<file path="src/sv/bld_pkg.sv">
// Package: shared codes and defaults for the bounded linear deque.
package bld_pkg;

  localparam int DEPTH_DEF = 16;
  localparam int CAP_W = 5;
  localparam int DATA_W = 32;
  localparam logic [CAP_W-1:0] CAP_RESET = 5'd16;

  typedef enum logic [1:0] {
    ACT_INS_FRONT = 2'd0,
    ACT_INS_REAR  = 2'd1,
    ACT_RM_FRONT  = 2'd2,
    ACT_RM_REAR   = 2'd3
  } action_t;

  typedef enum logic [2:0] {
    ST_OK       = 3'd0,
    ST_FULL     = 3'd1,
    ST_NO_FRONT = 3'd2,
    ST_NO_REAR  = 3'd3,
    ST_EMPTY    = 3'd4
  } status_t;

  // Decision made by the pointer unit for the item at the input.
  typedef struct packed {
    status_t status;
    logic    wr_en;
    logic    rd_en;
    logic    now_empty;
  } decision_t;

endpackage

</file>
<file path="src/sv/bld_store.sv">
// Data store: single-port synchronous memory with a registered read.
module bld_store #(
  parameter int DEPTH = bld_pkg::DEPTH_DEF,
  parameter int AW = $clog2(DEPTH)
) (
  input  logic                        clk,
  input  logic                        we,
  input  logic                        re,
  input  logic [AW-1:0]               addr,
  input  logic [bld_pkg::DATA_W-1:0]  wdata,
  output logic [bld_pkg::DATA_W-1:0]  rdata
);

  logic [bld_pkg::DATA_W-1:0] mem [DEPTH];
  logic [bld_pkg::DATA_W-1:0] rdata_r;

  always_ff @(posedge clk) begin
    if (we) begin
      mem[addr] <= wdata;
    end
    if (re) begin
      rdata_r <= mem[addr];
    end
  end

  assign rdata = rdata_r;

endmodule

</file>
<file path="src/sv/bld_ptr.sv">
// Pointer unit: front/rear positions, empty flag and the per-item decision.
module bld_ptr #(
  parameter int DEPTH = bld_pkg::DEPTH_DEF,
  parameter int AW = $clog2(DEPTH)
) (
  input  logic                       clk,
  input  logic                       rst_n,
  input  logic                       go,
  input  bld_pkg::action_t           action,
  input  logic [bld_pkg::CAP_W-1:0]  capacity,
  output bld_pkg::decision_t         dec,
  output logic [AW-1:0]              addr
);

  localparam int CW = ((AW > bld_pkg::CAP_W) ? AW : bld_pkg::CAP_W) + 1;

  logic [AW-1:0] front_r, front_nxt;
  logic [AW-1:0] rear_r, rear_nxt;
  logic          empty_r, empty_nxt;
  logic [CW-1:0] cap_ext;
  logic [CW-1:0] cap_eff;
  logic          at_top;
  logic          front_side;
  logic          front_zero;

  // Clamp capacity into 1..DEPTH.
  always_comb begin
    cap_ext = CW'(capacity);
    if (cap_ext == '0) begin
      cap_eff = CW'(1);
    end else if (cap_ext > CW'(DEPTH)) begin
      cap_eff = CW'(DEPTH);
    end else begin
      cap_eff = cap_ext;
    end
  end

  assign at_top     = !empty_r && (CW'(rear_r) >= (cap_eff - CW'(1)));
  assign front_side = (action == bld_pkg::ACT_INS_FRONT) || (action == bld_pkg::ACT_RM_FRONT);
  assign front_zero = (front_r == '0);

  always_comb begin
    dec.status    = bld_pkg::ST_OK;
    dec.wr_en     = 1'b0;
    dec.rd_en     = 1'b0;
    front_nxt     = front_r;
    rear_nxt      = rear_r;
    empty_nxt     = empty_r;
    addr          = front_r;
    case (action)
      bld_pkg::ACT_INS_FRONT, bld_pkg::ACT_INS_REAR: begin
        if (!empty_r && front_zero && at_top) begin
          dec.status = bld_pkg::ST_FULL;
        end else if (front_side && !empty_r && front_zero) begin
          dec.status = bld_pkg::ST_NO_FRONT;
        end else if (!front_side && at_top) begin
          dec.status = bld_pkg::ST_NO_REAR;
        end else if (empty_r) begin
          dec.wr_en = 1'b1;
          addr      = '0;
          front_nxt = '0;
          rear_nxt  = '0;
          empty_nxt = 1'b0;
        end else if (front_side) begin
          dec.wr_en = 1'b1;
          front_nxt = front_r - AW'(1);
          addr      = front_r - AW'(1);
        end else begin
          dec.wr_en = 1'b1;
          rear_nxt  = rear_r + AW'(1);
          addr      = rear_r + AW'(1);
        end
      end
      bld_pkg::ACT_RM_FRONT, bld_pkg::ACT_RM_REAR: begin
        if (empty_r) begin
          dec.status = bld_pkg::ST_EMPTY;
        end else begin
          dec.rd_en = 1'b1;
          addr      = front_side ? front_r : rear_r;
          if (front_r == rear_r) begin
            front_nxt = '0;
            rear_nxt  = '0;
            empty_nxt = 1'b1;
          end else if (front_side) begin
            front_nxt = front_r + AW'(1);
          end else begin
            rear_nxt = rear_r - AW'(1);
          end
        end
      end
      default: begin
        dec.status = bld_pkg::ST_OK;
      end
    endcase
    dec.now_empty = empty_nxt;
  end

  always_ff @(posedge clk) begin
    if (!rst_n) begin
      front_r <= '0;
      rear_r  <= '0;
      empty_r <= 1'b1;
    end else if (go) begin
      front_r <= front_nxt;
      rear_r  <= rear_nxt;
      empty_r <= empty_nxt;
    end
  end

endmodule

</file>
<file path="src/sv/bounded_linear_deque.sv">
// Top level: bounded linear deque with store memory, pointer unit and result register.
//
//   channel | ports                                              | direction
//   --------+----------------------------------------------------+----------
//   in      | in_valid, in_ready, in_action, in_value            | input
//   out     | out_valid, out_ready, out_status,                  | output
//           |   out_removed_value, out_now_empty                 |
//   cfg     | cfg_we, cfg_wdata (capacity)                       | input
//
// For inserts, refused actions and removals from an empty deque, the result is in
// the output register the cycle after the transfer. A successful removal waits for
// the registered read of the store memory before its result is valid; no new item
// is taken while that read is outstanding. A new item is taken while a result
// waits, provided the result is taken in the same cycle. Reset (rst_n low,
// synchronous) empties the deque and sets capacity to 16; the store itself is not
// cleared.
module bounded_linear_deque #(
  parameter int DEPTH = bld_pkg::DEPTH_DEF
) (
  input  logic                              clk,
  input  logic                              rst_n,
  input  logic                              in_valid,
  output logic                              in_ready,
  input  logic [1:0]                        in_action,
  input  logic signed [bld_pkg::DATA_W-1:0] in_value,
  output logic                              out_valid,
  input  logic                              out_ready,
  output logic [2:0]                        out_status,
  output logic signed [bld_pkg::DATA_W-1:0] out_removed_value,
  output logic                              out_now_empty,
  input  logic                              cfg_we,
  input  logic [bld_pkg::CAP_W-1:0]         cfg_wdata
);

  localparam int AW = $clog2(DEPTH);

  typedef enum logic [1:0] {
    S_IDLE = 2'b01,
    S_READ = 2'b10
  } state_t;

  state_t                       state_r, state_nxt;
  logic [bld_pkg::CAP_W-1:0]    cap_r;
  logic                         out_valid_r, out_valid_nxt;
  bld_pkg::status_t             out_status_r;
  logic [bld_pkg::DATA_W-1:0]   out_value_r;
  logic                         out_empty_r;
  logic                         go;
  bld_pkg::decision_t           dec;
  logic [AW-1:0]                addr;
  logic [bld_pkg::DATA_W-1:0]   rdata;

  // Take a new item only when no read is pending and the result slot frees up.
  assign in_ready = (state_r == S_IDLE) && (!out_valid_r || out_ready);
  assign go       = in_valid && in_ready;

  // Capacity register: written whenever enable is high.
  always_ff @(posedge clk) begin
    if (!rst_n) begin
      cap_r <= bld_pkg::CAP_RESET;
    end else if (cfg_we) begin
      cap_r <= cfg_wdata;
    end
  end

  bld_ptr #(
    .DEPTH (DEPTH),
    .AW    (AW)
  ) u_ptr (
    .clk      (clk),
    .rst_n    (rst_n),
    .go       (go),
    .action   (bld_pkg::action_t'(in_action)),
    .capacity (cap_r),
    .dec      (dec),
    .addr     (addr)
  );

  // Writes and reads land on the accept edge; a removal's data appears next cycle.
  bld_store #(
    .DEPTH (DEPTH),
    .AW    (AW)
  ) u_store (
    .clk   (clk),
    .we    (go && dec.wr_en),
    .re    (go && dec.rd_en),
    .addr  (addr),
    .wdata (in_value),
    .rdata (rdata)
  );

  always_comb begin
    state_nxt     = state_r;
    out_valid_nxt = out_valid_r;
    case (state_r)
      S_IDLE: begin
        if (go) begin
          // Removal with data: hold the result back until the read returns.
          out_valid_nxt = !dec.rd_en;
          state_nxt     = dec.rd_en ? S_READ : S_IDLE;
        end else if (out_ready) begin
          out_valid_nxt = 1'b0;
        end
      end
      S_READ: begin
        out_valid_nxt = 1'b1;
        state_nxt     = S_IDLE;
      end
      default: begin
        out_valid_nxt = 1'b0;
        state_nxt     = S_IDLE;
      end
    endcase
  end

  always_ff @(posedge clk) begin
    if (!rst_n) begin
      state_r     <= S_IDLE;
      out_valid_r <= 1'b0;
    end else begin
      state_r     <= state_nxt;
      out_valid_r <= out_valid_nxt;
    end
  end

  // Result payload: status and empty flag on transfer, data when the read returns.
  always_ff @(posedge clk) begin
    if (go) begin
      out_status_r <= dec.status;
      out_empty_r  <= dec.now_empty;
      out_value_r  <= '0;
    end else if (state_r == S_READ) begin
      out_value_r <= rdata;
    end
  end

  assign out_valid         = out_valid_r;
  assign out_status        = out_status_r;
  assign out_removed_value = out_value_r;
  assign out_now_empty     = out_empty_r;

endmodule

</file>
<file path="config.mk">
export PLATFORM = sky130hd
export DESIGN_NAME = bounded_linear_deque
export DESIGN_NICKNAME = d
export VERILOG_FILES = /design/src/sv/bld_pkg.sv /design/src/sv/bld_store.sv /design/src/sv/bld_ptr.sv /design/src/sv/bounded_linear_deque.sv
export SDC_FILE = /design/constraint.sdc
export NUM_CORES = 1
export LEC_CHECK = 0
export BUFFER_PORTS_ARGS = -buffer_cell sky130_fd_sc_hd__buf_2
export CAP_MARGIN = 20
export CELL_PAD_IN_SITES_DETAIL_PLACEMENT = 0
export CELL_PAD_IN_SITES_GLOBAL_PLACEMENT = 2
export CORE_ASPECT_RATIO = 1.75
export CORE_MARGIN = 4
export CORE_UTILIZATION = 35
export DETAILED_ROUTE_END_ITERATION = 6
export GPL_ROUTABILITY_DRIVEN = 0
export GPL_TIMING_DRIVEN = 1
export MAX_ROUTING_LAYER = met4
export PLACE_DENSITY_LB_ADDON = 0.05
export REMOVE_ABC_BUFFERS = 1
export SETUP_SLACK_MARGIN = 0.05
export SLEW_MARGIN = 20
export SYNTH_ARGS = -nofsm -noshare
export SYNTH_HDL_FRONTEND = slang
export SYNTH_SLANG_ARGS = --single-unit
export TNS_END_PERCENT = 10
</file>
<file path="constraint.sdc">
create_clock -name clk -period 17 [get_ports clk]
set_input_delay 4.25 -clock clk [delete_from_list [all_inputs] [get_ports clk]]
set_output_delay 4.25 -clock clk [all_outputs]
set_load 0.1 [all_outputs]
</file>
==> implementation parameters <==
Parameter                              Value

Global routing
  Number of global-route vias before repair ... 15700
  Global-route wire length before repair ... 107000 microns
  Maximum number of pins on one net before global-route repair ... between 90 and 100
  GR Overflow Total ... 0
  Met3 Resource Use GR ... 2.53%
  GRT busiest layer ... met2
  Overall Global Routing Usage ... between 15 and 20%
  Initial antenna violation count ... 0
  Met1 routing resource usage after global routing ... 23.4%
  Met2 track demand over resource in global routing ... 35.3%

Clock network
  # clock sinks ... 597
  CTS Hold Buffers Added ... 0
  Root Buffer ... clkbuf_16
  CTS tree ... yes
  Number of buffers created by CTS ... 58
  CTS max path bufs ... 3
  PostCTS Resize Cnt ... 0
  Htree depth ... 2
  CTS clock-pin slew for the worst setup and hold paths ... 0.06 ns
  Clock Latency Late Sink ... 0.63 ns
  Buffers inserted during post-CTS setup optimization ... 0

Power
  Clock power share ... 40.9%
  Static leakage ... 8.99 nW
  Portion of total power attributed to combinational logic ... 8.7%
  Peak supply drop ... 0.0673 mV
  Power density over cell area ... 117 mW/mm^2
  Total Power Consumption ... 3.24 mW
  Fraction of power consumed by sequential logic ... 50.4%
  Proportion of total power due to net switching ... 23.7%
  P_int ... 2.47 mW
  Switching Power ... 0.767 mW

Placement
  DPL Wire Length ... 39400 microns
  Placed instance count ... between 2000 and 3000
  Port bufs ... 81

Cells and area
  Antenna cells ... 0
  Proportion of layout cells with a drive suffix above 1 ... approximately 16%
  Number of nets in the finished design ... 1844
  Non-filler cells, final ... 2747
  Layout overhead on the synthesized area ... 13.1%
  Final standard cell utilization of the core ... 39.8%
  Number of filler cells placed in the layout ... between 6000 and 7000

Synth
  Portion of the post-synthesis area used by sequential elements ... 71.3%
  Synthesized instance count ... 1750
  Synthesized cell area ... between 0.02 and 0.025 sq mm
  Post-synthesis async set-or-reset flop share ... 0%
  Count of flip-flops with a built-in enable after synthesis ... 548
  Cell variety after synth ... around 60
  Warnings, synthesis ... 0
  Prevailing post-synth register cell ... edfxtp_1
  Synth Register Bits ... 597
  Synth Area per Inst ... 14.0 sq um

STA
  Unrepaired setup endpoints after global routing ... no
  Peak Freq ... 107 MHz
  Final Max Slew Viols ... 0
  Period utilization ... 54.9%
  Setup TNS after final layout ... 0 ns
  Number of setup violations in the final report ... 0
  Final-layout worst hold slack ... 0.484 ns
  Final hold violation count ... 0
  Min Clock Period, post-route ... 9.32 ns
  Slew @ Worst Pin ... around 1.1 ns
  Worst slew margin ... 28.4%
  Post-route clock skew ... 0.0206 ns

Flow run
  MaxCap Viol Count ... 0

Floorplanning
  Core Footprint ... roughly 0.07 sq mm
  Number of top-level pins ... 82
  Die X ... 208 microns
  # rows ... 128
  Die footprint ... 0.0743 sq mm
  Die Y ... 358 microns
  Starting Density ... 35.2%

Critical path
  Crit-path cells ... buf_2, inv_1, a21boi_0, buf_2
  Crit path capture type ... output pin
  Biggest cell delay along the critical path ... between 0.4 and 0.5 ns
  Crit path top cell by count ... buf_2
  Data arrival time of the worst path ... 5.07 ns
  Critical path class ... input port to output pin
  Startpoint class of the critical path ... input port
  Slowest CP cell ... buf_2
  Maximum fanout count along the critical path ... 3
  Worst Path Required ... approximately 13 ns

Detailed routing
  WL per Instance ... about 27 microns
  Via total after detailed routing ... about 15000
  Total iterations of the first detailed-routing run ... 6
  Ratio of routed vias to standard cells ... 5.59
  DRT antenna net count ... 0
  Number of design-rule violations left by the first detailed-router iteration ... 1102
  Total Routed Length ... 73100 microns
  DR DRC count ... 0

Run status
  Status ... finished, final reports clean

Worst hold path
  Hold Path Class ... flop to flop
layer usage:
metal,vias up,routed length [microns]
li1,6925,-
met1,7926,29700
met2,384,38400
met3,120,2840
met4,0,2260
met5,-,0
metrics by stage:
step | setup slack, ns | instance area (sq um)
after floorplan | 4.86 | 23700
after global placement | 7.67 | 25700
after detailed placement | 7.67 | 25700
after CTS | 7.66 | 27600
after global routing | 7.57 | 27700
final | 7.68 | 27700
flip-flops by register name (all words and copies together) (netlist names):
signal             flops
out_status             3
u_store.rdata         32
out_removed_value     32
u_ptr.empty_r          1
state_r                2
u_store.mem          512
u_ptr.rear_r           4
cap_r                  5
out_valid              1
u_ptr.front_r          4
out_now_empty          1
cells in the mapped netlist, types with 32 or more instances:
cell	instances	share of area (%)
and3_1	36	0.92
buf_2	54	1.1
a211o_1	34	1.2
nand2_1	108	1.7
nor2_1	55	0.84
a32oi_1	33	1.2
a31oi_1	65	1.7
edfxtp_1	548	67
a21oi_1	135	2.8
clkbuf_1	67	1.0
a22o_1	32	1.1
a22oi_1	36	1.1
a211oi_1	37	1.1
dfxtp_1	49	4.0
mux2i_1	39	1.6
o21ai_0	132	2.7
nand3_1	105	2.1
cells in the final DEF (no fill, tap or decap), types with 49 or more instances in the layout:
cell and count:
edfxtp_1 548, a21oi_1 135, nor2_1 55, dfxtp_1 49
a31oi_1 65, nand3_1 104, o21ai_0 132, clkbuf_16 59
nand2_1 107, buf_2 81
kinds of logic (layout without fill, tap and decap cells):
group	after synthesis	after routing	synth area share (%)
flops	597	597	71.3
compound gates	565	565	15.6
simple gates	363	363	7.20
buf+inv	166	253	3.46
mux	39	39	1.60
fa+ha+maj	12	12	0.614
xor+xnor	8	8	0.286
critical path, delay by kind of cell:
| kind | cells | cell delay, ns |
|---|---|---|
| buffers and inverters | 3 | 0.59 |
| AOI/OAI and AO/OA | 1 | 0.23 |
power by group through the flow:
| stage | registers, mW | clock network, mW | logic, mW |
|---|---|---|---|
| 2_1_floorplan | 1.67 | 0 | 0.162 |
| 3_5_place_dp | 1.66 | 0 | 0.288 |
| 3_3_place_gp | 1.66 | 0 | 0.286 |
| 5_1_grt | 1.63 | 1.42 | 0.308 |
| 4_1_cts | 1.63 | 1.37 | 0.289 |
| 6_report | 1.63 | 1.33 | 0.281 |
worst paths after layout:
path | from | to | slack [ns] | cells after the start
setup / recovery | out_ready | in_ready | 7.68 | 4
hold reg to reg | u_store.rdata[28]$_DFFE_PP_ | out_removed_value[28]$_SDFFE_PP0P_ | 0.48 | 2
hold / removal | u_store.rdata[28]$_DFFE_PP_ | out_removed_value[28]$_SDFFE_PP0P_ | 0.48 | 2
setup reg to reg | cap_r[1]$_SDFFE_PN0P_ | u_store.mem[1][1]$_DFFE_PP_ | 10.76 | 14
cell type report:
type	count	area, sq um	area share (%)
clock buffers	88	1720	6.20
flip-flops and latches	597	17400	63.0
repair buffers	128	778	2.81
clock inverters	21	231	0.837
inverters	16	60.1	0.217
well taps	910	1140	4.12
multi-input cells	987	6300	22.8
Note: power is estimated with default switching activity, not from simulation.
